File: src/rtl/core/shpba_fifo.sv
// ----------------------------------------------------------------------------
// Item queue
// Short FIFO between the front and the back part.
// ----------------------------------------------------------------------------
module shpba_fifo #(
	parameter int WIDTH = 8,
	parameter int DEPTH = 2
) (
	input  logic             clk,
	input  logic             arst_n,
	input  logic             push,
	input  logic [WIDTH-1:0] din,
	output logic             full,
	input  logic             pop,
	output logic [WIDTH-1:0] dout,
	output logic             valid
);

	localparam int AW = (DEPTH > 1) ? $clog2(DEPTH) : 1;
	localparam int CW = $clog2(DEPTH + 1);

	logic [WIDTH-1:0] mem_q [DEPTH];
	logic [AW-1:0]    wptr_q, rptr_q;
	logic [CW-1:0]    cnt_q;

	assign full  = (cnt_q == CW'(DEPTH));
	assign valid = (cnt_q != '0);
	assign dout  = mem_q[rptr_q];

	always_ff @(posedge clk or negedge arst_n) begin
		if (!arst_n) begin
			wptr_q <= '0;
			rptr_q <= '0;
			cnt_q  <= '0;
		end else begin
			if (push) begin
				wptr_q <= (wptr_q == AW'(DEPTH - 1)) ? '0 : wptr_q + AW'(1);
			end
			if (pop) begin
				rptr_q <= (rptr_q == AW'(DEPTH - 1)) ? '0 : rptr_q + AW'(1);
			end
			if (push && !pop) begin
				cnt_q <= cnt_q + CW'(1);
			end else if (pop && !push) begin
				cnt_q <= cnt_q - CW'(1);
			end
		end
	end

	always_ff @(posedge clk) begin
		if (push) begin
			mem_q[wptr_q] <= din;
		end
	end

endmodule

File: config.mk
export PLATFORM = sky130hd
export DESIGN_NAME = shpba_fifo
export DESIGN_NICKNAME = d
export VERILOG_FILES = /design/src/rtl/core/shpba_fifo.sv
export SDC_FILE = /design/constraint.sdc
export NUM_CORES = 1
export LEC_CHECK = 0
export ABC_AREA = 1
export BUFFER_PORTS_ARGS = -buffer_cell sky130_fd_sc_hd__clkbuf_2
export CAP_MARGIN = 20
export CORE_UTILIZATION = 53
export DETAILED_ROUTE_END_ITERATION = 12
export PLACE_DENSITY = 0.8
export SETUP_SLACK_MARGIN = 0.2
export SLEW_MARGIN = 20
export SYNTH_ARGS = -nofsm -noshare
export SYNTH_HDL_FRONTEND = slang
export SYNTH_SLANG_ARGS = --single-unit
File: constraint.sdc
create_clock -name clk -period 1.7 [get_ports clk]
set_input_delay 0.085 -clock clk [delete_from_list [all_inputs] [get_ports clk]]
set_output_delay 0.085 -clock clk [all_outputs]
set_load 0.01 [all_outputs]
* Word-level counts from Yosys, hierarchy flattened
Memories as Yosys holds them, arrays and structs flattened.
Index checks and enable logic that the tools add are counted.
** Operators by class
- Bitwise gates (word level) :: 0
- Equality and inequality tests :: 1
- Multipliers :: 0
- Reductions and logical operators :: 6
- Shift operators :: 0
- Div/mod/pow operators :: 0
- Order comparisons :: 0
- Add/subtract/negate cells :: 4
- Multiplexer cells :: 6
** Operator list (number)
- two-way mux 1 bit :: 4
- two-way mux 2 bit :: 2
- nonzero test 2 bit :: 2
- adder 1 bit, second input constant :: 2
- adder 2 x 1 -> 2 bit, second input constant :: 1
- equality test 2 bit, second input constant :: 1
- logical AND 1 bit :: 2
- logical NOT 1 bit :: 2
- subtractor 2 x 1 -> 2 bit, second input constant :: 1
** Word-level totals
- Bits in read-only memories :: 0
- Logic and storage cells :: 21
- Memories :: 1
- Memory bits (writable) :: 16
- Flip-flop bits (word level) :: 4
- Input bits :: 12
- Latch bits :: 0
** Memories
- mem_q :: words 2, width 8, rd ports 1, clocked after Yosys merged registers in 0, write ports 1, line 22 : logic [WIDTH-1:0] mem_q [DEPTH];

* Logic depth before layout (Yosys ltp)
- Word-level depth :: 4
- Depth in mapped cells :: 7
- Mapped depth without buffers :: 7

* Least setup slack after synthesis
Ideal clock, no wire load.
- Path type :: flip-flop to flip-flop
- From :: reg wptr_q
- To :: mem mem_q[0][0], enable pin
- Required time :: 1.330 ns
- Setup slack :: 0.556 ns
- Data arrival time :: 0.774 ns
- Cell stages (with the launch flop) :: 2
- Clock period less this slack :: 1.144 ns
- Path buffers :: 0
- Cells stage by stage :: dfrtp_1 -> nor2_1
** RTL lines
- from (decl) :: line 23 : logic [AW-1:0] wptr_q, rptr_q;
- from (signal assigned) :: line 37 : wptr_q <= (wptr_q == AW'(DEPTH - 1)) ? '0 : wptr_q + AW'(1);
- to (decl) :: line 22
No word-level cell before the write port.

* Worst setup path after layout
- From :: reg rptr_q
- To :: out dout[6]
** Between the ends
- Longest elaborated chain between the ends :: 1
** Ends and longest elaborated chain
- from (decl) :: line 23
- from (signal assigned) :: line 40 : rptr_q <= (rptr_q == AW'(DEPTH - 1)) ? '0 : rptr_q + AW'(1);
- memory read (2 x 8 bit)
- to (decl) :: line 15 : output logic [WIDTH-1:0] dout,
No other way between the ends.

==> results.md <==
- Flop2flop setup slack: a little under 0.7 ns
- HP Class: input pin to flip-flop
- Synth top area cells: edfxtp_1 (59%), mux2_4 (15%), dfrtp_1 (12%)
- Combinational share of power: a little under a third
- Met2 Routed Length: about 600 um
- Fraction of layout cells with a size suffix above 1: around 41%
- Overall routing resource usage: 17.4%
- Register-to-Register Path Depth: 2
- Port bufs: 21
- Worst skew pair latency: roughly 0.29 ns
- Number of vias per cell: about 4.7
- Max IR drop VDD: about 1.4 mV
- Clk network pwr share: a little under a quarter
- Leak: around 0.50 nW
- Met3 wire len: 35 um
- Final Hold Violating Endpoints: 0
- Die width: just over 40 um
- Area leader, netlist: edfxtp_1
- Max Clock Freq: 720 MHz
- Die span in y: 41.3 um
- Largest net degree at the start of global routing: 13
- WL/cell: 12.0 um
- Outcome: complete, no violations
- Max Buffers Root-to-Sink: 2
- Gate Count Post-Synth: 50
- Most frequent cells in the layout: clkbuf_2 (21), edfxtp_1 (16), dlygate4sd3_1 (10)
- Cts bufs inserted: 3
- Fin crit period: 1.39 ns
- Avg Inst Size Synth: between 15 and 20 um2
- Critical Path End Type: primary output
- Least-Margin Pin Slew: 0.326 ns
- Hold path startpoint: push
- Sequential power share: a little under half
- Hold endpoint: wptr_q$_DFFE_PN0P_
- Vias in the first global route: 439
- Layout area overhead: 33.5%
- Fin crit share: 81.7%
- Initial Util: roughly 60%
- RR Startpoint: wptr_q$_DFFE_PN0P_
- CTS H-tree depth: 1
- Grt total ovfl: 0
- Worst reg2reg path endpoint: mem_q[1][5]$_DFFE_PP_
- Syn nets: between 60 and 70
- CP required: around 1.6 ns
- Critical Path AT: approximately 1.3 ns
- Yosys reg bits: 20
- Clk root buf: clkbuf_4
- First-pass GRT wire length: roughly 1800 um
- Sw frac: approximately 28%
- Max_slew headroom: roughly 80%
- Seq/Total Area, Yosys: between 70 and 80%
- Full die area: 1700 um2
- Most common cell after layout, fill and taps aside: clkbuf_2
- CTS tree: built
- Total Wirelength: roughly 1200 um
- HPWL Detailed: 840 um
- Non-Filler Instances: 100
- Layout net count: 99
- Yosys top cell area share: roughly three fifths
- Final hold slack: approximately 0.025 ns
- CTS clk-pin slew, worst paths: around 0.11 ns
- CP Class: flip-flop to primary output
- Pins Over Slew Limit: 0
- Placed Instances: 86
- Hold path depth: 2
- Worst-path fanout max: 9
- Ports: 22
- Ys Warns: 0
- Post-Syn Area: between 800 and 900 um2
- Cell variety after synth: 12
- MaxCap Viol Count: 0
- DRT Pass-1 Iters: 4
- CTS Sinks: 20
- WL met1: ~550 um
- RSZ-0062 raised after global routing: no
- Ant diodes: 0
- Power Density: 1500 nW/um2
- Remaining DRCs: 0
- Initial antenna violation count: 0
- Setup Buffers After CTS: 0
- Finish-stage setup viols: 0
- GPL Wtd Cong: roughly 0.72
- Clk_skew: 0.00669 ns
- Final antenna-violating net count: 0
- Core box area: between 1000 and 1500 um2
- Sw Pwr: about 450 uW
- Max layer used: met4
- Core Rows: 13
- Via count: 471
- DR iter-0 viols: 8
- Internal: ~1.2 mW
- TNS Setup: 0 ns
- CP startpoint kind: flip-flop
==> synthesized netlist by cell type <==
library cell / number
nand2_1: 6
mux2_4: 8
nor2_1: 2
ha_1: 1
xor2_1: 2
xnor2_1: 1
nand4_1: 1
nand3_1: 1
buf_6: 1
edfxtp_1: 16
dfrtp_1: 4
inv_1: 7
==> metal layers <==
metal	up-vias	track usage, %
li1	239	-
met1	220	22.8
met2	10	27.3
met3	2	3.19
met4	0	9.68
met5	-	0
==> worst max path at each step <==
| stage | start | end | slack [ns] | cells after the start |
|---|---|---|---|---|
| final | rptr_q$_DFFE_PN0P_ | dout[6] | 0.31 | 2 |
| after floorplan | wptr_q$_DFFE_PN0P_ | mem_q[0][0]$_DFFE_PP_ | 0.56 | 1 |
| after global routing | rptr_q$_DFFE_PN0P_ | dout[4] | 0.25 | 2 |
| after detailed placement | rptr_q$_DFFE_PN0P_ | dout[6] | 0.50 | 2 |
| after global placement | rptr_q$_DFFE_PN0P_ | dout[6] | 0.51 | 2 |
| after CTS | rptr_q$_DFFE_PN0P_ | dout[6] | 0.30 | 2 |
==> metrics by stage <==
stage | setup slack, ns | utilization, % | power, mW | area (um2)
floorplan | 0.556 | - | 1.11 | 818
global placement | 0.505 | 68.7 | 1.24 | 938
detailed placement | 0.495 | 68.7 | 1.26 | 938
CTS | 0.301 | 79.9 | 1.65 | 1090
global route | 0.250 | 79.9 | 1.74 | 1090
finish | 0.310 | 79.9 | 1.64 | 1090
==> power groups by stage <==
stage / logic, mW / clock network, mW / registers (mW)
after global placement: 0.470 / 0 / 0.772
after floorplan: 0.394 / 0 / 0.717
after CTS: 0.500 / 0.381 / 0.771
after detailed placement: 0.483 / 0 / 0.780
final: 0.494 / 0.373 / 0.770
after global routing: 0.549 / 0.405 / 0.787
==> repair_timing <==
item	4_1_cts	5_1_grt
hold endpoints to repair	21	0
gates resized for setup	1	0
endpoints found under the setup margin	8	0
hold buffers	10	0
==> registers in the layout, indices dropped and copies added (netlist names) <==
| register | flops |
|---|---|
| cnt_q | 2 |
| mem_q | 16 |
| rptr_q | 1 |
| wptr_q | 1 |
==> area by class of cell <==
type                    instances  area, um2
multi-input cells              22        200
well taps                      15       18.8
fillers                        77        274
repair buffers                 32        213
flip-flops and latches         20        582
inverters                       7       26.3
clock buffers                   3       22.5
clock inverters                 1       30.0
==> worst max-delay path, cell delays in order (launching register included) <==
cell,delay [ns]
dfrtp_2,0.55
mux2_4,0.33
clkbuf_2,0.13
==> cells by family (layout without fill, tap and decap cells) <==
family	Yosys count	in the layout	share of synthesized area, %
simple gates	10	10	5.05
flops	20	20	70.9
mux	8	8	14.7
xor+xnor	3	3	3.21
fa+ha+maj	1	1	1.53
buf+inv	8	43	4.59
No activity file was read; power rests on OpenSTA's default activity.
