`src/rtl/core/shpba_pkg.sv`:
```
// ----------------------------------------------------------------------------
// Shaper pulse bin accumulator package
// Shared widths, configuration and item types, state codes and the e^-x table.
// ----------------------------------------------------------------------------
package shpba_pkg;

	localparam int CHARGE_W   = 24;
	localparam int TIME_W     = 16;
	localparam int VAL_W      = 48;
	localparam int IDX_W      = 4;
	localparam int NB_W       = 5;
	localparam int CFG_IDX_W  = 3;
	localparam int CFG_DATA_W = 16;
	localparam int TDATA_W    = 56;
	localparam int TC_W       = 23;
	localparam int DIV_W      = 39;
	localparam int X_W        = 21;
	localparam int KVAL_W     = 33;
	localparam int NORM_W     = 24;
	localparam int EXP_N      = 256;
	localparam int EXP_AW     = $clog2(EXP_N);
	localparam int EXP_VW     = 31;

	localparam logic [16:0] LOG2E_Q16    = 17'd94548;
	localparam logic [16:0] NORM_CENTRAL = 17'd48753;
	localparam logic [16:0] NORM_NEIGH   = 17'd83633;
	localparam logic [16:0] ONE_Q16      = 17'd65536;
	localparam logic [20:0] THREE_Q16    = 21'd196608;
	localparam logic [63:0] LN2_Q32      = 64'd2977044472;

	typedef enum logic [CFG_IDX_W-1:0] {
		REG_MODE        = 3'd0,
		REG_PEAK_TIME   = 3'd1,
		REG_NUM_BINS    = 3'd2,
		REG_BIN_SPACING = 3'd3,
		REG_CROSS_TWO   = 3'd4,
		REG_CROSS_BACK  = 3'd5
	} cfg_reg_t;

	typedef struct packed {
		logic        mode;
		logic [15:0] peak_time;
		logic [4:0]  num_bins;
		logic [15:0] bin_spacing;
		logic [15:0] cross_two_sides;
		logic [15:0] cross_back;
	} cfg_t;

	typedef struct packed {
		logic signed [CHARGE_W-1:0] charge;
		logic signed [TIME_W-1:0]   arrival;
		logic signed [TIME_W-1:0]   threshold;
		logic                       group_end;
		logic [NB_W-1:0]            nb;
	} item_t;

	typedef enum logic [2:0] {
		KS_IDLE,
		KS_DIV,
		KS_EXP,
		KS_CUBE,
		KS_PROD,
		KS_DERIV,
		KS_FINAL
	} kern_state_t;

	typedef enum logic [3:0] {
		BS_IDLE,
		BS_BIN,
		BS_KWAIT,
		BS_ACC,
		BS_NORM1,
		BS_NORM2,
		BS_ERD,
		BS_EMUL,
		BS_EOUT
	} back_state_t;

	typedef logic [EXP_N-1:0][EXP_VW-1:0] exp_tab_t;

	// 2^-(j/N) in Q30 from a Taylor series of e^-a
	function automatic exp_tab_t build_exp_tab();
		exp_tab_t           tab;
		logic [63:0]        a;
		logic [127:0]       prod;
		logic [63:0]        term;
		logic signed [65:0] sum;
		logic [65:0]        rnd;
		for (int j = 0; j < EXP_N; j++) begin
			a = (64'(j) * LN2_Q32) / 64'(EXP_N);
			term = 64'd1 << 32;
			sum = $signed({2'b00, term});
			for (int k = 1; k <= 24; k++) begin
				prod = {64'd0, term} * {64'd0, a};
				term = prod[95:32] / 64'(k);
				if ((k & 1) != 0) begin
					sum = sum - $signed({2'b00, term});
				end else begin
					sum = sum + $signed({2'b00, term});
				end
			end
			if (sum < 0) begin
				sum = '0;
			end
			rnd = (unsigned'(sum) + 66'd2) >> 2;
			tab[j] = rnd[EXP_VW-1:0];
		end
		return tab;
	endfunction

	localparam exp_tab_t EXP_TAB = build_exp_tab();

endpackage

```
`src/rtl/core/shpba_front.sv`:
```
// ----------------------------------------------------------------------------
// Front part
// Accepts charge beats, tracks the open group and its threshold, clamps the
// bin count and pushes one work item into the queue.
// ----------------------------------------------------------------------------
module shpba_front #(
	parameter int MAX_BINS = 16
) (
	input  logic                               clk,
	input  logic                               arst_n,
	input  logic                               s_axis_tvalid,
	output logic                               s_axis_tready,
	input  logic [shpba_pkg::TDATA_W-1:0]      s_axis_tdata,
	input  logic                               s_axis_tlast,
	input  logic [shpba_pkg::NB_W-1:0]         num_bins,
	output logic                               push,
	output shpba_pkg::item_t                   push_item,
	input  logic                               full
);

	import shpba_pkg::*;

	logic                     group_open_q;
	logic signed [TIME_W-1:0] thr_q;
	logic signed [TIME_W-1:0] in_thr;
	logic [NB_W-1:0]          nb;

	assign s_axis_tready = !full;
	assign push          = s_axis_tvalid && !full;
	assign in_thr        = s_axis_tdata[55:40];

	always_comb begin
		if (num_bins == '0) begin
			nb = NB_W'(1);
		end else if (int'(num_bins) > MAX_BINS) begin
			nb = NB_W'(MAX_BINS);
		end else begin
			nb = num_bins;
		end
	end

	always_comb begin
		push_item.charge    = s_axis_tdata[23:0];
		push_item.arrival   = s_axis_tdata[39:24];
		push_item.threshold = group_open_q ? thr_q : in_thr;
		push_item.group_end = s_axis_tlast;
		push_item.nb        = nb;
	end

	always_ff @(posedge clk or negedge arst_n) begin
		if (!arst_n) begin
			group_open_q <= 1'b0;
			thr_q        <= '0;
		end else if (push) begin
			if (!group_open_q) begin
				thr_q <= in_thr;
			end
			group_open_q <= !s_axis_tlast;
		end
	end

endmodule

```
`config.mk`:
```
export PLATFORM = sky130hd
export DESIGN_NAME = shpba_front
export DESIGN_NICKNAME = d
export VERILOG_FILES = /design/src/rtl/core/shpba_pkg.sv /design/src/rtl/core/shpba_front.sv
export SDC_FILE = /design/constraint.sdc
export NUM_CORES = 1
export LEC_CHECK = 0
export ABC_CLOCK_PERIOD_IN_PS = 2400
export BUFFER_PORTS_ARGS = -buffer_cell sky130_fd_sc_hd__buf_2
export CAP_MARGIN = 10
export CELL_PAD_IN_SITES_DETAIL_PLACEMENT = 1
export CELL_PAD_IN_SITES_GLOBAL_PLACEMENT = 1
export CORE_ASPECT_RATIO = 2
export CORE_MARGIN = 2
export CORE_UTILIZATION = 25
export CTS_CLUSTER_DIAMETER = 100
export DETAILED_ROUTE_END_ITERATION = 6
export GPL_TIMING_DRIVEN = 0
export PLACE_DENSITY = 0.85
export SLEW_MARGIN = 10
export SYNTH_ARGS = -nofsm -noshare
export SYNTH_HDL_FRONTEND = slang
export SYNTH_SLANG_ARGS = --single-unit
```
`constraint.sdc`:
```
create_clock -name clk -period 2.4 [get_ports clk]
set_clock_uncertainty 0.2 [all_clocks]
set_input_delay 0.24 -clock clk [delete_from_list [all_inputs] [get_ports clk]]
set_output_delay 0.24 -clock clk [all_outputs]
set_load 0.005 [all_outputs]
```
### After elaboration in Yosys (flattened, before gate mapping)

Index checks and enable logic that the tools add are counted.

| storage, ports and cells | value |
|---|---|
| register bits | 17 |
| input bits | 66 |
| memories | 0 |
| logic and storage cells | 10 |
| output and inout port bits | 64 |
| bits in writable memories | 0 |
| bits in latches | 0 |
| ROM bits | 0 |

| operators by class | value |
|---|---|
| equality and inequality tests | 0 |
| bitwise operators | 0 |
| muxes and demuxes | 3 |
| $mul | 0 |
| divide/modulo/power cells | 0 |
| $add $sub $neg | 0 |
| order comparisons | 1 |
| reductions and logical operators | 4 |
| shift operators | 0 |

Operators by type and width:

| cell | number |
|---|---|
| $mux 16 | 1 |
| $mux 5 | 2 |
| $gt 5x5->1 const B | 1 |
| $logic_not 5->1 | 1 |
| $logic_not 1->1 | 2 |
| $logic_and 1x1->1 | 1 |

### Longest topological paths before layout

Gate-level depths: netlist (run 1).

| depth | value |
|---|---|
| word-level depth | 3 |
| gate-level depth with buffers | 4 |
| depth with buffers taken out | 2 |

### Worst setup path before layout (run 1)

No wires, ideal clock.

| timing path | value |
|---|---|
| path type | reg2reg |
| from | register group_open_q |
| to | register thr_q[0] |
| clock period less this slack | 1.648 ns |
| library setup time | 0.125 ns |
| slack | 0.752 ns |
| required time | 2.075 ns |
| cell stages (with the launch flop) | 5 |
| buffers on the path | 2 |
| data arrival time | 1.323 ns |
| path through | dfrtp_1 > buf_6 > nor3b_4 > buf_6 > mux2_2 |

| on the way | value |
|---|---|
| word-level cells in the longest chain between the ends | 1 |

Ends and longest elaborated chain:

| element | line | RTL |
|---|---|---|
| start, declared | shpba_front.sv:23 | `logic group_open_q;` |
| start signal, assigned | shpba_front.sv:58 | `group_open_q <= !s_axis_tlast;` |
| $mux 16 | -- |  |
| end signal, assigned | shpba_front.sv:56 | `thr_q <= in_thr;` |
| end, declared | shpba_front.sv:24 | `logic signed [TIME_W-1:0] thr_q;` |

No other way between the ends.
A chain may end at the register's enable or synchronous reset.

==> results_dict.tcl, run 1 <==
set metrics [dict create \
    die_h_um 102.0 \
    hold_class "primary input to flip-flop" \
    fmax_mhz 511.2 \
    syn_inst 105 \
    synthFlopType "dfrtp_1" \
    critPathKind "flip-flop to output port" \
    ys_types 12 \
    area_growth_pct 47.40 \
    num_vias 1093 \
    crit_required_ns 1.96 \
    cts_root_buf "clkbuf_8" \
    synth_nets 171 \
    die_area_um2 5409 \
    drt-wirelength-per-cell_um 11.91 \
    cts_tree "yes" \
    fin_tns_setup_ns 0 \
    synth_area_per_cell_um2 11.44 \
    leakagePower_nw 0.9585 \
    powerDensity_nw_per_um2 569.4 \
    ant_nets 0 \
    clk_latency_ns 0.25 \
    status "finished clean" \
    cpLargestDelayFamily "buffers and inverters" \
    async_reset_ff_share_pct 100.0 \
    rsz0062_at_grt "false" \
    design_area_um2 1770 \
    synthSimpleGateAreaFrac_pct 4.167 \
    finalSetupViolations 0 \
    cts_hold_buf 1 \
    fill_cells 570 \
    synthTopCellsByCount "buf_4, mux2_2, dfrtp_1, nor2b_1, inv_1" \
    fin_crit_sh_pct 81.50 \
    synth_top_area_share_pct 35.42 \
    cap_violations 0 \
    hold_viol_final 0 \
    placed_area_um2 1715 \
    htreeDepth 1 \
    peakVddDrop_mv 0.2957 \
    dr.pass1.iters 2 \
    cp.arrival_ns 1.52 \
    drv_slew 0 \
    postCtsSetupBuffers 0 \
    synth-seq-area-share_pct 35.42 \
    synth-xor-area-share_pct 0 \
    synth_compound_area_share_pct 0.4167 \
    maxSlewHeadroom_pct 71.93 \
    worst_pin_slew_ns 0.4210 \
    antenna_cells 0 \
    worst_slack_ns 0.4439 \
    synth_fa_ha_area_share_pct 0 \
    start_util_pct 26.12 \
    io_pins 130 \
    crit_path_end_kind "output port" \
    regArea_um2 425.4 \
    synth_edf_count 0 \
    rows 35 \
    crit_chain "buf_6 -> buf_2 -> mux2_2 -> buf_2" \
    wirelength_um 3026 \
    grt_pass1_wl_um 4381 \
    synthMuxAreaShare_pct 30.83 \
    synthTopCellsByArea "dfrtp_1, mux2_2, buf_4, nor2b_1, buf_6" \
    dpl.hpwl_um 2612 \
    ys_seq_elements 17 \
    cts_buffer_depth 2 \
    worstSetupStartpointType "flip-flop" \
    synth_top_family_by_area "multiplexers" \
    track_usage_pct 11.05 \
    drcViolationCount 0 \
    grt_start_max_net_pins 18 \
    fin_total_pwr_mw 1.008 \
    coreArea_um2 4598 \
    yosysTopAreaCell "dfrtp_1" \
    grt_overflow 0 \
    path_common_cell "buf_2" \
    timing.hold.ws_ns 0.007305 \
    period_needed_ns 1.956 \
    drive_above_1_share_pct 84.92 \
    routed_via_density 4.303 \
    yosysWarningCount 0 \
    cp_slowest_stage_delay_ns 0.37 \
    path_buf_inv 3 \
    pre_cts_ws_ns 0.5604 \
    multiInputGateArea_um2 425.4 \
    clk_pin_slew_ns 0.06 \
    drtIter0Drc 2 \
    grt_pass1_vias 1046 \
    post_cts_resized 0 \
    place.gp.congestion 0.6441 \
    antenna_found_initial 0 \
    fp.dieW_um 53.02 \
    post-synth-top-count-cell "buf_4" \
    cts.sinks 17 \
    final_nets 266 \
    cpMaxStageDelayCell "mux2_2" \
    portBuffers 89 \
    numCtsBuffers 3 \
    syn-cell-area_um2 1201 \
    path_max_fanout 10 \
]
-- where the power goes --
part	total [mW]	switching (mW)	internal, mW
combinational	0.394	0.137	0.258
sequential	0.399	0.0336	0.365
clock	0.215	0.0968	0.118
total	1.01	0.267	0.741
-- cell usage in the layout, fill, tap and decap left out --
| cell | netlist | routed |
|---|---|---|
| clkbuf_8 | 0 | 3 |
| inv_1 | 3 | 3 |
| nor3b_4 | 1 | 1 |
| nor2b_1 | 4 | 4 |
| a21oi_1 | 1 | 1 |
| or3_1 | 1 | 1 |
| buf_2 | 1 | 90 |
| buf_4 | 41 | 41 |
| mux2_2 | 32 | 32 |
| dlygate4sd3_1 | 0 | 1 |
| mux2i_1 | 1 | 1 |
| dfrtp_1 | 17 | 17 |
| buf_6 | 2 | 2 |
| clkbuf_1 | 1 | 2 |
-- sequential cells by signal, summed over array words and instances (netlist names) --
name / cells
group_open_q: 1
thr_q: 16
-- logic make-up (layout without fill, tap and decap cells) --
logic type / count (synthesis) / count (layout)
buffers and inverters: 48 / 142
multiplexers: 33 / 33
flip-flops: 17 / 17
AND/OR/NAND/NOR: 6 / 6
AO/OA/AOI/OAI: 1 / 1
-- layer usage --
layer	GRT usage [%]	vias to the layer above	share of wire, %
met5	0	-	0
met4	5.325	0	1.9
met3	1.608	5	15
met2	22.50	106	54
met1	9.698	488	30
li1	-	494	-
-- per-stage QoR --
step	cells	utilization, %
floorplan	105	-
global placement	249	37.31
detailed placement	249	37.31
CTS	254	38.50
global route	254	38.50
finish	254	38.50
-- worst paths after layout --
path	start	endpoint	slack, ns	cells after the start
min reg2reg	thr_q[15]	thr_q[15]	0.30	1
max reg2reg	group_open_q	thr_q[12]	0.59	4
max in group asynchronous	arst_n	thr_q[5]	1.45	2
min	s_axis_tlast	group_open_q	0.007	2
min in group asynchronous	arst_n	thr_q[10]	0.25	2
max	group_open_q	push_item[12]	0.44	4
-- cell type report --
cell class | instances | area share (%)
buffer | 45 | 19.15
inverter | 3 | 0.6360
sequential | 17 | 24.03
tap | 55 | 3.887
clock buffer | 4 | 2.544
timing repair buffer | 90 | 25.72
multi-input combinational | 40 | 24.03
No activity file was read; power rests on OpenSTA's default activity.
==> run 2: changes to the inputs <==
- ABC_CLOCK_PERIOD_IN_PS: 2400 -> 1900
- CORE_UTILIZATION: 25 -> 23
- PLACE_DENSITY: 0.85 -> 0.79
- clock period: 2.4 -> 1.9 ns (I/O delays scaled with it)
==> results_dict.tcl, run 2 (synthesized netlist as in run 1, its figures left out) <==
set metrics [dict create \
    status "finished clean" \
    critPathKind "flip-flop to output port" \
    met1_length_um 1007 \
    met3_length_um 435 \
    dr.pass1.iters 2 \
    final_cells 274 \
    drv_slew 0 \
    crit_required_ns 1.51 \
    dr.max_layer_used "met4" \
    hold_viol_final 0 \
    portBuffers 89 \
    fin_util_pct 38.26 \
    drt-wirelength-per-cell_um 11.44 \
    grt_pass1_vias 1147 \
    drcViolationCount 0 \
    finalSetupViolations 0 \
    ant_nets 0 \
    wl_met2_um 1661 \
    fill_cells 614 \
    grt_pass1_wl_um 4692 \
    final_common_cell "buf_2" \
    coreArea_um2 5092 \
    clk_latency_ns 0.24 \
    fin_tns_setup_ns 0 \
    num_vias 1146 \
    clk_pin_slew_ns 0.07 \
    biggestRegsByFlops "thr_q (16), group_open_q (1)" \
    layout_common_cells "buf_2, buf_4, mux2_2, dfrtp_1, dlygate4sd3_1" \
    start_util_pct 23.59 \
    fp.dieW_um 55.10 \
    largest-register "thr_q" \
    routed_via_density 4.182 \
    final_nets 283 \
    placed_area_um2 1719 \
    cp.arrival_ns 1.41 \
    grt_overflow 0 \
    wirelength_um 3135 \
    worst_pin_slew_ns 0.4086 \
    cts.sinks 17 \
    design_area_um2 1948 \
    rsz0062_at_grt "false" \
    track_usage_pct 10.89 \
    fmax_mhz 556.7 \
    place_inst 252 \
    powerDensity_nw_per_um2 667.7 \
    worstSetupStartpointType "flip-flop" \
    peakVddDrop_mv 0.3561 \
    maxSlewHeadroom_pct 72.76 \
    hold_class "primary input to flip-flop" \
    die_h_um 106.2 \
    antenna_found_initial 0 \
    largest_register_ffs 16 \
    period_needed_ns 1.796 \
    htreeDepth 1 \
    io_pins 130 \
    leakagePower_nw 1.033 \
    area_growth_pct 62.19 \
    grt_start_max_net_pins 18 \
    crit_path_end_kind "output port" \
    cap_violations 0 \
    drive_above_1_share_pct 78.70 \
    rows 37 \
    antenna_cells 0 \
    die_area_um2 5852 \
    cts_root_buf "clkbuf_8" \
    fin_total_pwr_mw 1.301 \
    place.gp.congestion 0.6610 \
    cts_buffer_depth 2 \
    dpl.hpwl_um 2543 \
    path_max_fanout 10 \
    fin_crit_sh_pct 94.55 \
    drtIter0Drc 2 \
    cts_tree "yes" \
    numCtsBuffers 3 \
]
run 2: cell types whose count changed in the layout (fill, tap and decap cells not counted):
cell	previous run	this run
buf_6	2	3
dlygate4sd3_1	1	17
buf_2	90	89
buf_4	41	42
run 2: power breakdown:
| group | switching [mW] | internal (mW) |
|---|---|---|
| clock network | 0.117 | 0.148 |
| registers | 0.0429 | 0.462 |
| logic | 0.179 | 0.352 |
| total | 0.338 | 0.962 |
run 2: timing repair:
item                                    CTS  global route
endpoints found under the setup margin    9            13
gates resized for setup                   1             1
endpoints found under the hold margin    33             0
setup buffers                             0             1
hold buffers                             17             0
pin swaps                                 0             1
run 2: path summary, 6_finish.rpt:
| check | from | to | slack (ns) | cells after the start |
|---|---|---|---|---|
| worst max-delay path | group_open_q | push_item[8] | 0.10 | 4 |
| worst min-delay path | s_axis_tdata[55] | thr_q[15] | 0.01 | 2 |
| worst max register to register | group_open_q | thr_q[15] | 0.31 | 4 |
| worst min register to register | thr_q[3] | thr_q[3] | 0.30 | 1 |
| max in group asynchronous | arst_n | group_open_q | 1.00 | 2 |
| min in group asynchronous | arst_n | thr_q[10] | 0.21 | 2 |
run 2: worst max-delay path, cell delays in order (launching register included):
cell and delay (ns):
dfrtp_1 0.34, buf_6 0.16, buf_6 0.18, mux2_2 0.35, buf_2 0.13
run 2: layout make-up:
type | instances | area (um^2) | share of cell area, %
timing repair buffer | 107 | 623.1 | 31.98
sequential | 17 | 425.4 | 21.84
multi-input combinational | 40 | 425.4 | 21.84
buffer | 45 | 345.3 | 17.73
tap | 58 | 72.57 | 3.725
clock buffer | 4 | 45.04 | 2.312
inverter | 3 | 11.26 | 0.5780
run 2: per-stage QoR:
step                hold slack [ns]  setup slack (ns)
finish                      0.01128            0.1036
global route               0.009577           0.02817
floorplan                   -0.3056            0.2518
CTS                         0.01009           0.01046
global placement           -0.05091           0.06387
detailed placement         -0.05382           0.04502
run 2: layer usage:
metal	vias up	global-route usage, %
met2	105	21.00
met1	511	10.08
met3	2	2.247
met5	-	0
met4	0	4.181
li1	528	-
==> run 3: changes to the inputs <==
- ABC_AREA: unset -> 1
- CORE_UTILIZATION: 23 -> 22
- PLACE_DENSITY: 0.79 -> 0.8
==> results_dict.tcl, run 3 <==
set metrics [dict create \
    period_needed_ns 1.654 \
    ys_seq_elements 17 \
    timing.hold.ws_ns 0.06562 \
    biggestRegsByFlops "thr_q (16), group_open_q (1)" \
    regArea_um2 425.4 \
    fin_util_pct 33.59 \
    drv_slew 0 \
    numCtsBuffers 3 \
    grt_pass1_wl_um 5761 \
    synth-seq-area-share_pct 34.00 \
    r2r_start "group_open_q" \
    critPathKind "flip-flop to output port" \
    rows 38 \
    finalSetupViolations 0 \
    cts_tree "yes" \
    clk_pin_slew_ns 0.07 \
    place_inst 325 \
    cp.arrival_ns 1.26 \
    postCtsSetupBuffers 0 \
    drcViolationCount 0 \
    crit_path_end_kind "output port" \
    dr.pass1.iters 2 \
    fin_crit_sh_pct 87.05 \
    ys_types 13 \
    layout_common_cells "buf_2, nand2_1, buf_4, inv_1, dfrtp_1" \
    final_nets 338 \
    ant_nets 0 \
    final_common_cell "buf_2" \
    largest_register_ffs 16 \
    synth_top_area_share_pct 34.00 \
    io_pins 130 \
    coreArea_um2 5468 \
    cap_violations 0 \
    worst_slack_ns 0.2461 \
    final_cells 331 \
    maxSlewHeadroom_pct 73.17 \
    antenna_found_initial 0 \
    worst_pin_slew_ns 0.4024 \
    placed_area_um2 1772 \
    cts_buffer_depth 2 \
    hold_class "primary input to flip-flop" \
    syn_inst 176 \
    fmax_mhz 604.6 \
    start_util_pct 22.88 \
    synth_edf_count 0 \
    fin_total_pwr_mw 1.145 \
    synthTopCellsByCount "nand2_1, buf_4, inv_1, dfrtp_1, o21ai_2" \
    grt_start_max_net_pins 18 \
    synthTopCellsByArea "dfrtp_1, buf_4, nand2_1, o21ai_2, inv_1" \
    leakagePower_nw 1.150 \
    routed_via_density 4.239 \
    wirelength_um 3598 \
    fp.dieW_um 57.33 \
    die_area_um2 6343 \
    fill_cells 722 \
    cts.sinks 17 \
    multiInputGateArea_um2 399.1 \
    peakVddDrop_mv 0.3046 \
    yosysTopAreaCell "dfrtp_1" \
    pre_cts_ws_ns 0.4559 \
    synth_nets 242 \
    synth_area_per_cell_um2 7.109 \
    powerDensity_nw_per_um2 623.2 \
    drt-wirelength-per-cell_um 10.87 \
    drive_above_1_share_pct 55.35 \
    fin_tns_setup_ns 0 \
    crit_required_ns 1.51 \
    drtIter0Drc 10 \
    syn-cell-area_um2 1251 \
    portBuffers 89 \
    num_vias 1403 \
    grt_overflow 0 \
    async_reset_ff_share_pct 100.0 \
    die_h_um 110.7 \
    antenna_cells 0 \
    status "finished clean" \
    crit_start "group_open_q" \
    dpl.hpwl_um 3015 \
    place.gp.congestion 0.6709 \
    largest-register "thr_q" \
    rsz0062_at_grt "false" \
    track_usage_pct 11.27 \
    grt_pass1_vias 1376 \
    cts_root_buf "clkbuf_8" \
    area_growth_pct 46.80 \
    htreeDepth 1 \
    post-synth-top-count-cell "nand2_1" \
    path_max_fanout 10 \
    clk_latency_ns 0.25 \
    synthFlopType "dfrtp_1" \
    design_area_um2 1837 \
    worstSetupStartpointType "flip-flop" \
    min_from "s_axis_tdata[49]" \
    hold_viol_final 0 \
    yosysWarningCount 0 \
]
run 3: cell types whose count changed in the layout (fill, tap and decap cells not counted), moves of 9 or more:
| cell | change |
|---|---|
| dlygate4sd3_1 | -15 |
| nand2_1 | +66 |
| inv_1 | +17 |
| o21ai_2 | +9 |
| mux2_2 | -32 |
run 3: per-layer routing:
| layer | vias up | share of wire, % | GRT usage (%) | wire length, um |
|---|---|---|---|---|
| met3 | 2 | 10 | 2.217 | 369 |
| li1 | 670 | - | - | - |
| met4 | 0 | 0.69 | 3.721 | 25 |
| met5 | - | 0 | 0 | 0 |
| met2 | 92 | 54 | 22.22 | 1934 |
| met1 | 639 | 35 | 10.98 | 1269 |
run 3: layout make-up:
cell class	instances	area share, %
Timing Repair Buffer	91	25.34
Sequential cell	17	23.16
Multi-Input combinational cell	90	21.73
Buffer	47	18.73
Inverter	22	4.496
Tap cell	60	4.087
Clock buffer	4	2.452
run 3: cells by family (layout without fill, tap and decap cells):
kind of cell           count (synthesis)  count (layout)  share of synthesized area, %
DFF                                   17              17                         34.00
and+or+nand+nor                       70              70                         21.20
buffers and inverters                 69             164                         34.10
AOI/OAI and AO/OA                     20              20                         10.70
run 3: path summary, 6_finish.rpt:
kind / to / slack [ns] / depth (start not counted)
max in group asynchronous: thr_q[2] / 1.01 / 2
hold / removal: thr_q[9] / 0.07 / 5
setup reg to reg: thr_q[13] / 0.65 / 5
hold reg to reg: thr_q[9] / 0.28 / 2
setup / recovery: push_item[17] / 0.25 / 4
min in group asynchronous: thr_q[12] / 0.20 / 2
run 3: what timing repair did:
item	in CTS	in global routing
hold buffers	2	0
resized for setup	0	0
hold endpoints to repair	18	0
run 3: power by group:
part,internal (mW),total [mW],switching (mW)
sequential,0.425,0.459,0.0344
combinational,0.215,0.412,0.198
clock,0.149,0.273,0.125
run 3: worst max-delay path, stage by stage (launching register included):
cell	delay (ns)
dfrtp_1	0.42
buf_2	0.28
nand2_1	0.10
o21ai_2	0.08
buf_2	0.14
